===== src/rtl/pau_pkg.sv =====
// Shared types, codes and microcode ROM for the polynomial arithmetic unit.
package pau_pkg;

  localparam int unsigned RES_W   = 36;  // result coefficient width
  localparam int unsigned PWR_W   = 4;   // load power and degree register width
  localparam int unsigned RPWR_W  = 5;   // result power width
  localparam int unsigned IN_CW   = 16;  // input coefficient width
  localparam int unsigned CFG_IW  = 2;   // configuration index width
  localparam int unsigned CFG_DW  = 4;   // configuration data width

  typedef enum logic [1:0] {
    OP_ADD = 2'd0,
    OP_SUB = 2'd1,
    OP_MUL = 2'd2,
    OP_DER = 2'd3
  } op_e;

  typedef enum logic [CFG_IW-1:0] {
    REG_OPERATION = 2'd0,
    REG_DEGREE_A  = 2'd1,
    REG_DEGREE_B  = 2'd2,
    REG_UNUSED    = 2'd3
  } reg_idx_e;

  typedef enum logic {
    MODE_LOAD    = 1'b0,
    MODE_COMPUTE = 1'b1
  } mode_e;

  typedef enum logic {
    SEL_A = 1'b0,
    SEL_B = 1'b1
  } poly_sel_e;

  // Micro-program addresses.
  typedef enum logic [2:0] {
    U_IDLE = 3'd0,
    U_ADD  = 3'd1,
    U_SUB  = 3'd2,
    U_MUL  = 3'd3,
    U_MACC = 3'd4,
    U_DER  = 3'd5,
    U_DACC = 3'd6,
    U_EMIT = 3'd7
  } upc_e;

  // A store read address source: current power, inner index, power plus one.
  typedef enum logic [1:0] {
    ASEL_P  = 2'd0,
    ASEL_I  = 2'd1,
    ASEL_P1 = 2'd2,
    ASEL_NA = 2'd3
  } asel_e;

  // B store read address source: current power or power minus inner index.
  typedef enum logic {
    BSEL_P   = 1'b0,
    BSEL_PMI = 1'b1
  } bsel_e;

  // Second multiplier operand: B coefficient or power plus one.
  typedef enum logic {
    MULB_COEF = 1'b0,
    MULB_POW  = 1'b1
  } mulb_e;

  typedef enum logic [1:0] {
    ACC_HOLD = 2'd0,
    ACC_ADD  = 2'd1,
    ACC_SUB  = 2'd2,
    ACC_PROD = 2'd3
  } acc_e;

  typedef enum logic [1:0] {
    J_FETCH = 2'd0,  // wait for an input transaction, dispatch on compute
    J_GOTO  = 2'd1,  // unconditional jump to target
    J_LOOP  = 2'd2,  // target when inner index passed degree A, else alt
    J_EMIT  = 2'd3   // wait for output slot, then next power or idle
  } jump_e;

  typedef struct packed {
    asel_e asel;
    bsel_e bsel;
    mulb_e mulb;
    logic  prod_en;
    acc_e  acc;
    logic  i_inc;
    jump_e jump;
    upc_e  target;
    upc_e  alt;
  } ucw_t;

  function automatic ucw_t ucode_rom(upc_e addr);
    ucw_t w;
    w = '{asel: ASEL_P, bsel: BSEL_P, mulb: MULB_COEF, prod_en: 1'b0, acc: ACC_HOLD,
          i_inc: 1'b0, jump: J_GOTO, target: U_IDLE, alt: U_IDLE};
    case (addr)
      U_IDLE: begin
        w.jump = J_FETCH;
      end
      U_ADD: begin
        w.acc    = ACC_ADD;
        w.target = U_EMIT;
      end
      U_SUB: begin
        w.acc    = ACC_SUB;
        w.target = U_EMIT;
      end
      U_MUL: begin
        w.asel    = ASEL_I;
        w.bsel    = BSEL_PMI;
        w.prod_en = 1'b1;
        w.i_inc   = 1'b1;
        w.target  = U_MACC;
      end
      U_MACC: begin
        w.acc    = ACC_PROD;
        w.jump   = J_LOOP;
        w.target = U_EMIT;
        w.alt    = U_MUL;
      end
      U_DER: begin
        w.asel    = ASEL_P1;
        w.mulb    = MULB_POW;
        w.prod_en = 1'b1;
        w.target  = U_DACC;
      end
      U_DACC: begin
        w.acc    = ACC_PROD;
        w.target = U_EMIT;
      end
      U_EMIT: begin
        w.jump = J_EMIT;
      end
      default: begin
        w.jump = J_FETCH;
      end
    endcase
    return w;
  endfunction

  // Entry point of the per-coefficient routine of each operation.
  function automatic upc_e op_entry(op_e op);
    upc_e a;
    case (op)
      OP_ADD:  a = U_ADD;
      OP_SUB:  a = U_SUB;
      OP_MUL:  a = U_MUL;
      OP_DER:  a = U_DER;
      default: a = U_ADD;
    endcase
    return a;
  endfunction

endpackage


===== src/rtl/pau_if.sv =====
// Handshake channel interfaces: input items, result items, configuration writes.
interface pau_in_if;
  logic                                   valid;
  logic                                   ready;
  logic                                   mode;
  logic                                   poly_select;
  logic [pau_pkg::PWR_W-1:0]              power;
  logic signed [pau_pkg::IN_CW-1:0]       coefficient;

  modport source (output valid, mode, poly_select, power, coefficient, input ready);
  modport sink   (input valid, mode, poly_select, power, coefficient, output ready);
endinterface

interface pau_out_if;
  logic                                   valid;
  logic                                   ready;
  logic [pau_pkg::RPWR_W-1:0]             result_power;
  logic signed [pau_pkg::RES_W-1:0]       result_coefficient;
  logic                                   last;

  modport source (output valid, result_power, result_coefficient, last, input ready);
  modport sink   (input valid, result_power, result_coefficient, last, output ready);
endinterface

interface pau_cfg_if;
  logic                                   valid;
  logic                                   ready;
  logic [pau_pkg::CFG_IW-1:0]             index;
  logic [pau_pkg::CFG_DW-1:0]             data;

  modport source (output valid, index, data, input ready);
  modport sink   (input valid, index, data, output ready);
endinterface


===== src/rtl/polynomial_arithmetic_unit_top.sv =====
// Polynomial arithmetic unit: coefficient stores, microcoded sequencer and MAC datapath.
// Load transaction: taken in any idle cycle, one per cycle; the store is written at acceptance.
// Compute transaction: taken in the idle (fetch) state, then per result coefficient (highest power first)
//   add/subtract U_ADD/U_SUB, derivative U_DER then U_DACC, multiply U_MUL then U_MACC per A term,
//   each followed by U_EMIT on the single shared MAC; the sequencer waits only while the output register is full.
// Reset (rst_ni low, asynchronous) clears the stores, configuration, micro-PC and output valid.
module polynomial_arithmetic_unit_top #(
  parameter int unsigned MAX_DEGREE = 15,
  parameter int unsigned COEF_WIDTH = 16
) (
  input logic       clk_i,
  input logic       rst_ni,
  pau_in_if.sink    in_i,
  pau_out_if.source out_o,
  pau_cfg_if.sink   cfg_i
);

  localparam int unsigned DEPTH = MAX_DEGREE + 1;
  localparam int unsigned IW    = (DEPTH > 1) ? $clog2(DEPTH) : 1;
  // Multiplier B side must also hold power plus one (up to 15) as a signed value.
  localparam int unsigned MW    = (COEF_WIDTH > 6) ? COEF_WIDTH : 6;
  localparam int unsigned PW    = COEF_WIDTH + MW;
  localparam int unsigned RW    = pau_pkg::RES_W;

  // ---------------------------------------------------------------------------
  // Configuration registers; the port never stalls.
  // ---------------------------------------------------------------------------
  pau_pkg::op_e                 op_q;
  logic [pau_pkg::PWR_W-1:0]    degree_a_q, degree_b_q;
  logic                         cfg_fire;

  assign cfg_i.ready = 1'b1;
  assign cfg_fire    = cfg_i.valid & cfg_i.ready;

  always_ff @(posedge clk_i or negedge rst_ni) begin
    if (!rst_ni) begin
      op_q       <= pau_pkg::OP_ADD;
      degree_a_q <= '0;
      degree_b_q <= '0;
    end else if (cfg_fire) begin
      case (pau_pkg::reg_idx_e'(cfg_i.index))
        pau_pkg::REG_OPERATION: op_q       <= pau_pkg::op_e'(cfg_i.data[1:0]);
        pau_pkg::REG_DEGREE_A:  degree_a_q <= cfg_i.data[pau_pkg::PWR_W-1:0];
        pau_pkg::REG_DEGREE_B:  degree_b_q <= cfg_i.data[pau_pkg::PWR_W-1:0];
        default: ;  // drop writes beyond the register list
      endcase
    end
  end

  // Clamp degrees to the store size.
  logic [pau_pkg::PWR_W-1:0] da, db;
  assign da = (5'(degree_a_q) > 5'(MAX_DEGREE)) ? pau_pkg::PWR_W'(MAX_DEGREE) : degree_a_q;
  assign db = (5'(degree_b_q) > 5'(MAX_DEGREE)) ? pau_pkg::PWR_W'(MAX_DEGREE) : degree_b_q;

  // Highest result power of the configured operation.
  logic [pau_pkg::RPWR_W-1:0] top;
  always_comb begin
    case (op_q)
      pau_pkg::OP_ADD,
      pau_pkg::OP_SUB: top = (da > db) ? 5'(da) : 5'(db);
      pau_pkg::OP_MUL: top = 5'(da) + 5'(db);
      pau_pkg::OP_DER: top = (da != '0) ? 5'(da) - 5'd1 : 5'd0;
      default:         top = 5'd0;
    endcase
  end

  // ---------------------------------------------------------------------------
  // Sequencer state and datapath registers.
  // ---------------------------------------------------------------------------
  pau_pkg::upc_e               upc_q, upc_d;
  pau_pkg::ucw_t               uw;
  logic [pau_pkg::RPWR_W-1:0]  p_q, p_d;      // power being produced
  logic [pau_pkg::RPWR_W-1:0]  i_q, i_d;      // convolution index into A
  logic signed [RW-1:0]        acc_q, acc_d;
  logic signed [RW-1:0]        prod_q, prod_d;

  logic                        out_valid_q, out_valid_d;
  logic [pau_pkg::RPWR_W-1:0]  out_power_q, out_power_d;
  logic signed [RW-1:0]        out_coef_q, out_coef_d;
  logic                        out_last_q, out_last_d;

  assign uw = pau_pkg::ucode_rom(upc_q);

  logic in_fire, out_free, emit;
  assign in_i.ready = (upc_q == pau_pkg::U_IDLE);
  assign in_fire    = in_i.valid & in_i.ready;
  assign out_free   = ~out_valid_q | out_o.ready;
  assign emit       = (uw.jump == pau_pkg::J_EMIT) & out_free;

  // ---------------------------------------------------------------------------
  // Coefficient stores: flops, cleared by reset, one read port each.
  // ---------------------------------------------------------------------------
  logic signed [COEF_WIDTH-1:0] store_a_q [DEPTH];
  logic signed [COEF_WIDTH-1:0] store_b_q [DEPTH];
  logic                         load_ok;
  logic [IW-1:0]                wr_idx;
  logic signed [COEF_WIDTH-1:0] ld_coef;

  assign load_ok = {1'b0, in_i.power} <= 5'(MAX_DEGREE);
  assign wr_idx  = IW'(in_i.power);
  // Take the low COEF_WIDTH bits of the 16-bit field; wider stores zero-extend it.
  assign ld_coef = COEF_WIDTH'($unsigned(in_i.coefficient));

  always_ff @(posedge clk_i or negedge rst_ni) begin
    if (!rst_ni) begin
      for (int k = 0; k < DEPTH; k++) begin
        store_a_q[k] <= '0;
        store_b_q[k] <= '0;
      end
    end else if (in_fire && (in_i.mode == pau_pkg::MODE_LOAD) && load_ok) begin
      if (in_i.poly_select == pau_pkg::SEL_A) begin
        store_a_q[wr_idx] <= ld_coef;
      end else begin
        store_b_q[wr_idx] <= ld_coef;
      end
    end
  end

  // Read address selection; terms outside a polynomial's degree read as zero.
  logic [pau_pkg::RPWR_W-1:0]   a_addr, b_addr, p_plus1;
  logic                         a_in, b_in;
  logic signed [COEF_WIDTH-1:0] a_t, b_t;

  assign p_plus1 = p_q + 5'd1;

  always_comb begin
    case (uw.asel)
      pau_pkg::ASEL_P:  a_addr = p_q;
      pau_pkg::ASEL_I:  a_addr = i_q;
      pau_pkg::ASEL_P1: a_addr = p_plus1;
      default:          a_addr = p_q;
    endcase
    a_in = a_addr <= 5'(da);
    if (uw.bsel == pau_pkg::BSEL_PMI) begin
      b_addr = p_q - i_q;
      b_in   = (p_q >= i_q) && (b_addr <= 5'(db));
    end else begin
      b_addr = p_q;
      b_in   = p_q <= 5'(db);
    end
  end

  assign a_t = a_in ? store_a_q[IW'(a_addr)] : '0;
  assign b_t = b_in ? store_b_q[IW'(b_addr)] : '0;

  // Shared multiplier; the product is cast to the 36-bit result width.
  logic signed [COEF_WIDTH-1:0] mul_a;
  logic signed [MW-1:0]         mul_b;
  logic signed [PW-1:0]         mul_full;

  assign mul_a    = a_t;
  assign mul_b    = (uw.mulb == pau_pkg::MULB_POW) ? MW'($signed({1'b0, p_plus1}))
                                                   : MW'(b_t);
  assign mul_full = PW'(mul_a) * PW'(mul_b);

  // ---------------------------------------------------------------------------
  // Micro-sequencer: execute the control word, then follow its jump.
  // ---------------------------------------------------------------------------
  always_comb begin
    upc_d       = upc_q;
    p_d         = p_q;
    i_d         = i_q;
    acc_d       = acc_q;
    prod_d      = prod_q;
    out_valid_d = out_valid_q & ~out_o.ready;
    out_power_d = out_power_q;
    out_coef_d  = out_coef_q;
    out_last_d  = out_last_q;

    if (uw.i_inc) begin
      i_d = i_q + 5'd1;
    end
    if (uw.prod_en) begin
      prod_d = RW'(mul_full);
    end
    case (uw.acc)
      pau_pkg::ACC_ADD:  acc_d = RW'(a_t) + RW'(b_t);
      pau_pkg::ACC_SUB:  acc_d = RW'(a_t) - RW'(b_t);
      pau_pkg::ACC_PROD: acc_d = acc_q + prod_q;
      default:           acc_d = acc_q;
    endcase

    case (uw.jump)
      pau_pkg::J_FETCH: begin
        // Start a run on a compute transaction; loads are handled by the stores.
        if (in_fire && (in_i.mode == pau_pkg::MODE_COMPUTE)) begin
          p_d   = top;
          i_d   = '0;
          acc_d = '0;
          upc_d = pau_pkg::op_entry(op_q);
        end
      end
      pau_pkg::J_GOTO: begin
        upc_d = uw.target;
      end
      pau_pkg::J_LOOP: begin
        upc_d = (i_q > 5'(da)) ? uw.target : uw.alt;
      end
      pau_pkg::J_EMIT: begin
        // Hold until the output register frees up, then advance to the next power, or to idle after power zero.
        if (out_free) begin
          out_valid_d = 1'b1;
          out_power_d = p_q;
          out_coef_d  = acc_q;
          out_last_d  = (p_q == '0);
          if (p_q == '0) begin
            upc_d = pau_pkg::U_IDLE;
          end else begin
            p_d   = p_q - 5'd1;
            i_d   = '0;
            acc_d = '0;
            upc_d = pau_pkg::op_entry(op_q);
          end
        end
      end
      default: begin
        upc_d = pau_pkg::U_IDLE;
      end
    endcase
  end

  always_ff @(posedge clk_i or negedge rst_ni) begin
    if (!rst_ni) begin
      upc_q       <= pau_pkg::U_IDLE;
      out_valid_q <= 1'b0;
    end else begin
      upc_q       <= upc_d;
      out_valid_q <= out_valid_d;
    end
  end

  always_ff @(posedge clk_i) begin
    p_q         <= p_d;
    i_q         <= i_d;
    acc_q       <= acc_d;
    prod_q      <= prod_d;
    out_power_q <= out_power_d;
    out_coef_q  <= out_coef_d;
    out_last_q  <= out_last_d;
  end

  assign out_o.valid              = out_valid_q;
  assign out_o.result_power       = out_power_q;
  assign out_o.result_coefficient = out_coef_q;
  assign out_o.last               = out_last_q;

  // ---------------------------------------------------------------------------
  // Assertions
  // ---------------------------------------------------------------------------
  a_last_at_power_zero: assert property (@(posedge clk_i) disable iff (!rst_ni)
    out_valid_q |-> (out_last_q == (out_power_q == '0)))
    else $error("last flag does not match power zero");

  a_last_returns_idle: assert property (@(posedge clk_i) disable iff (!rst_ni)
    (emit && (p_q == '0)) |=> (upc_q == pau_pkg::U_IDLE))
    else $error("sequencer did not return to idle after last coefficient");

  a_mac_index_bound: assert property (@(posedge clk_i) disable iff (!rst_ni)
    (upc_q == pau_pkg::U_MACC) |-> (i_q <= 5'(da) + 5'd1))
    else $error("convolution index ran past degree A");

  a_emit_not_blocked_twice: assert property (@(posedge clk_i) disable iff (!rst_ni)
    (emit && (p_q != '0)) |=> (upc_q != pau_pkg::U_IDLE && upc_q != pau_pkg::U_EMIT))
    else $error("sequencer skipped the next coefficient routine");

endmodule

===== src/flat_wrapper.sv =====
// flat-port wrapper written by rule: the top's interface ports become plain ports
module polynomial_arithmetic_unit_top_flat 
#(
  parameter int unsigned MAX_DEGREE = 15,
  parameter int unsigned COEF_WIDTH = 16
)
  (clk_i, rst_ni, in_i_valid, in_i_mode, in_i_poly_select, in_i_power, in_i_coefficient, in_i_ready, out_o_valid, out_o_result_power, out_o_result_coefficient, out_o_last, out_o_ready, cfg_i_valid, cfg_i_index, cfg_i_data, cfg_i_ready);
  pau_in_if in_i_i ();
  pau_out_if out_o_i ();
  pau_cfg_if cfg_i_i ();
  input logic clk_i;
  input logic rst_ni;
  input wire logic [$bits(in_i_i.valid)-1:0] in_i_valid;
  input wire logic [$bits(in_i_i.mode)-1:0] in_i_mode;
  input wire logic [$bits(in_i_i.poly_select)-1:0] in_i_poly_select;
  input wire logic [$bits(in_i_i.power)-1:0] in_i_power;
  input wire logic [$bits(in_i_i.coefficient)-1:0] in_i_coefficient;
  output wire logic [$bits(in_i_i.ready)-1:0] in_i_ready;
  output wire logic [$bits(out_o_i.valid)-1:0] out_o_valid;
  output wire logic [$bits(out_o_i.result_power)-1:0] out_o_result_power;
  output wire logic [$bits(out_o_i.result_coefficient)-1:0] out_o_result_coefficient;
  output wire logic [$bits(out_o_i.last)-1:0] out_o_last;
  input wire logic [$bits(out_o_i.ready)-1:0] out_o_ready;
  input wire logic [$bits(cfg_i_i.valid)-1:0] cfg_i_valid;
  input wire logic [$bits(cfg_i_i.index)-1:0] cfg_i_index;
  input wire logic [$bits(cfg_i_i.data)-1:0] cfg_i_data;
  output wire logic [$bits(cfg_i_i.ready)-1:0] cfg_i_ready;
  assign in_i_i.valid = in_i_valid;
  assign in_i_i.mode = in_i_mode;
  assign in_i_i.poly_select = in_i_poly_select;
  assign in_i_i.power = in_i_power;
  assign in_i_i.coefficient = in_i_coefficient;
  assign in_i_ready = in_i_i.ready;
  assign out_o_valid = out_o_i.valid;
  assign out_o_result_power = out_o_i.result_power;
  assign out_o_result_coefficient = out_o_i.result_coefficient;
  assign out_o_last = out_o_i.last;
  assign out_o_i.ready = out_o_ready;
  assign cfg_i_i.valid = cfg_i_valid;
  assign cfg_i_i.index = cfg_i_index;
  assign cfg_i_i.data = cfg_i_data;
  assign cfg_i_ready = cfg_i_i.ready;
  polynomial_arithmetic_unit_top #(.MAX_DEGREE(MAX_DEGREE), .COEF_WIDTH(COEF_WIDTH)) u_core (.clk_i(clk_i), .rst_ni(rst_ni), .in_i(in_i_i), .out_o(out_o_i), .cfg_i(cfg_i_i));
endmodule

===== config.mk =====
export PLATFORM = sky130hd
export DESIGN_NAME = polynomial_arithmetic_unit_top_flat
export DESIGN_NICKNAME = d
export VERILOG_FILES = /design/src/rtl/pau_pkg.sv /design/src/rtl/pau_if.sv /design/src/rtl/polynomial_arithmetic_unit_top.sv /design/src/flat_wrapper.sv
export SDC_FILE = /design/constraint.sdc
export NUM_CORES = 2
export LEC_CHECK = 0
export ABC_AREA = 1
export BUFFER_PORTS_ARGS = -buffer_cell sky130_fd_sc_hd__clkbuf_2
export CORE_ASPECT_RATIO = 1.5
export CORE_MARGIN = 2
export CORE_UTILIZATION = 60
export DETAILED_ROUTE_END_ITERATION = 6
export GPL_TIMING_DRIVEN = 0
export PLACE_DENSITY = 0.82
export SLEW_MARGIN = 20
export SYNTH_ARGS = -nofsm -noshare
export SYNTH_HDL_FRONTEND = slang
export SYNTH_SLANG_ARGS = --single-unit

===== constraint.sdc =====
create_clock -name clk_i -period 9 [get_ports clk_i]
set_input_delay 1.8 -clock clk_i [delete_from_list [all_inputs] [get_ports clk_i]]
set_output_delay 1.8 -clock clk_i [all_outputs]
set_load 0.02 [all_outputs]

==> impl_results.md <==
* PortBufs at 76
* Iteration-0 DRC Markers at around 5300
* Synth Register Bits at around 650
* # IOs at slightly below 80
* Ratio of cells with drive above 1 in the final layout at 0.09202
* Floorplan core area at 0.07237 mm²
* CTS sink count at 646
* Final min period at roughly 9 ns
* Post-synth EDFFs at 79
* DP Cell Count at between 6000 and 7000
* Via total after detailed routing at 41830
* Die area at 0.07524 mm²
* Worst EP arrival at 9.20 ns
* Clock Tree Root: clkbuf_16
* Antenna violations before repair at 2
* Fin util at 0.6702
* FF-to-FF setup slack at approximately 0.21 ns
* Chip Width at 224.6 µm
* Cell area after synthesis at around 0.044 mm²
* Worst path most repeated cell: fa_1
* Hold Buf Count CTS at 0
* Slew @ Worst Pin at about 1.2 ns
* Final net count at 6180
* FF-to-FF Start: u_core.p_q[0]$_DFFE_PP_
* Reg-to-reg endpoint: u_core.prod_q[29]$_DFFE_PP_
* TritonCTS clock tree: yes
* Yosys cell types at 57
* Max Buffers Root-to-Sink at 3
* Unrepaired setup endpoints after global routing: no
* Worst Slack Setup Final at 0.2063 ns
* Largest net degree at the start of global routing at 96
* Syn Nets at between 5000 and 6000
* Worst EP required at 9.41 ns
* Post-Syn Area per Cell at about 8 µm²
* CP Launch Type: register
* Fin. Hold Viols at 0
* Post-synth ARST share at 0.8142
* Register area share after synthesis at 0.3733
* R2R depth at 33
* Hold Crit Depth at 0
* FMAX at 113.7 MHz
* YS warnings at 0
* Worst skew pair latency at 0.72 ns
* First-pass GRT wire length at 245.4 mm
* Num CTS Buffers at between 60 and 70
* Max Slew Vio Count at 0
* Crit Path Category: register to register
* DRC at 0
* CP peak stage delay at approximately 0.6 ns
* HP Start: u_core.acc_q[0]$_DFF_P_
* Slowest CP cell: fa_2
* Die height at 335.0 µm
* Number of global-route vias before repair at just over 40000
* Critical Path Fanout Max at 10
* Setup TNS at 0 ns
* Routed wire per std cell at roughly 24 µm
* Area Overhead vs Synth at 10.70%
* Worst slew margin at 0.2101
* Initial Util at 0.6054
* Setup-failing EPs final at 0
* Drt pass-1 iters at 7
* Setup Skew at around 0.056 ns
* Worst-path clk slew at 0.07 ns
* Ant diodes at 0
* Row cnt at ~120
* GR Util All Layers at 0.4394
* CP Capture Type: register
* Tcrit/Tclk final at 0.9771
* Vias per inst at ~6.3
* DRT antenna net count at 0
* Post-DP HPWL at roughly 120 mm
* Hold EP: u_core.out_o.result_coefficient[0]$_DFFE_PP_
* Post-Route WL at about 160 mm
* Global route total overflow at 0
* Max Cap Violations at 0
* Cells after Synth at roughly 5500
* GP Congestion at approximately 1.1
* Pre-CTS setup slack at -1.489 ns
* Final Non-Filler Cells at 6671
* H-tree depth at 2
* Status: finished clean
* Top_reg_cell synth: dfrtp_1
* Worst Hold Class: register to register
## stage by stage
step	cell area, µm²	hold WS (ns)
2_1_floorplan	43810	0.4290
3_3_place_gp	45350	0.4477
3_5_place_dp	45550	0.4518
4_1_cts	48120	0.4669
5_1_grt	48500	0.4815
6_report	48500	0.4650
## routing by layer
layer | part of all wire | vias to the layer above | global-route usage
met2 | 0.47 | 2815 | 0.7141
met1 | 0.32 | 19830 | 0.4695
met4 | 0.12 | 4 | 0.4131
met5 | 0.00016 | - | 0
met3 | 0.099 | 986 | 0.1043
li1 | - | 18190 | -
## critical path: cells and delay by family (launching register included)
family | cells | cell delay [ns]
flops | 1 | 0.45
xor+xnor | 1 | 0.06
buf+inv | 8 | 1.05
simple gates | 9 | 1.39
compound gates | 5 | 0.88
fa+ha+maj | 10 | 4.66
## timing repair
action | in CTS | in global routing
pin swaps | 14 | 11
setup endpoints to repair | 23 | 21
gates resized for setup | 46 | 47
gates cloned | 1 | 1
setup buffers | 24 | 23
## cell families (layout without fill, tap and decap cells)
kind of cell    Yosys count  in the layout  synth area share
buf+inv                 855           1100           0.08208
other cells               1              1        0.00008559
fa+ha+maj               451            451            0.1745
compound gates          881            881            0.1052
simple gates           2623           2625            0.2557
xor+xnor                 45             45          0.008996
flops                   646            646            0.3733
## synth_stat cells (all sizes together), types with 12 or more instances
library cell,count,area share
nand3b,12,0.0021
xnor2,17,0.0034
nand4,47,0.0067
dfrtp,526,0.30
edfxtp,79,0.054
a21oi,158,0.018
nor2,362,0.035
nand2,1555,0.13
nor3,19,0.0022
fa,267,0.12
o21bai,12,0.0021
nand3,614,0.073
clkbuf,151,0.013
inv,556,0.048
ha,184,0.053
o21ai,662,0.076
buf,145,0.021
dfxtp,41,0.019
xor2,28,0.0056
## cells in the final DEF (no fill, tap or decap), types with 12 or more instances in the layout
| cell | synthesis | layout |
|---|---|---|
| buf_6 | 10 | 13 |
| nand3_1 | 588 | 583 |
| nand4_1 | 47 | 47 |
| inv_1 | 535 | 525 |
| nand3b_1 | 12 | 12 |
| o21ai_0 | 651 | 647 |
| xnor2_1 | 17 | 17 |
| clkinvlp_4 | 0 | 14 |
| dfrtp_1 | 526 | 526 |
| clkbuf_2 | 0 | 81 |
| nor2_4 | 9 | 14 |
| clkbuf_1 | 151 | 155 |
| nor2_1 | 325 | 317 |
| fa_1 | 267 | 265 |
| xor2_1 | 28 | 26 |
| clkbuf_8 | 0 | 16 |
| ha_1 | 184 | 181 |
| inv_2 | 20 | 16 |
| nand3_4 | 2 | 18 |
| edfxtp_1 | 79 | 79 |
| nor2_2 | 26 | 30 |
| buf_4 | 58 | 101 |
| dfxtp_1 | 41 | 41 |
| a21oi_1 | 156 | 154 |
| nand2_1 | 1546 | 1545 |
| nand3_2 | 24 | 13 |
| o21bai_1 | 12 | 12 |
| buf_2 | 73 | 69 |
| nor3_1 | 19 | 18 |
| clkbuf_16 | 0 | 61 |
## sequential cells by signal, summed over array words and instances, names as in the netlist, 3 cells and up
| signal | flops |
|---|---|
| u_core.store_a_q | 256 |
| u_core.store_b_q | 256 |
| u_core.acc_q | 36 |
| u_core.out_o.result_coefficient | 36 |
| u_core.prod_q | 32 |
| u_core.i_q | 5 |
| u_core.out_o.result_power | 5 |
| u_core.p_q | 5 |
| u_core.da | 4 |
| u_core.db | 4 |
| u_core.upc_q | 3 |
## worst max path at each step
stage | slack (ns) | startpoint | end | cells after the start
after floorplan | 0.77 | u_core.upc_q[1]$_DFFE_PN0P_ | u_core.prod_q[29]$_DFFE_PP_ | 34
after CTS | -0.001 | u_core.p_q[0]$_DFFE_PP_ | u_core.prod_q[31]$_DFFE_PP_ | 33
after global routing | 0.01 | u_core.p_q[0]$_DFFE_PP_ | u_core.prod_q[26]$_DFFE_PP_ | 34
after global placement | -5.76 | rst_ni | u_core.store_b_q[61]$_DFFE_PN0P_ | 1
after detailed placement | -1.49 | u_core.upc_q[1]$_DFFE_PN0P_ | u_core.prod_q[29]$_DFFE_PP_ | 34
final | 0.21 | u_core.p_q[0]$_DFFE_PP_ | u_core.prod_q[29]$_DFFE_PP_ | 33
## area by class of cell
class	instances	area [µm²]
Buffer	294	1521
Clock buffer	87	1774
Clock inverter	29	377.9
Fill cell	6166	23870
Inverter	559	2148
Multi-Input combinational cell	4003	24200
Sequential cell	646	16360
Tap cell	922	1154
Timing Repair Buffer	131	963.4
Power is left out: the tool's default activity adds up to more than one toggle a clock period on the data nets, which glitch-free logic cannot reach.
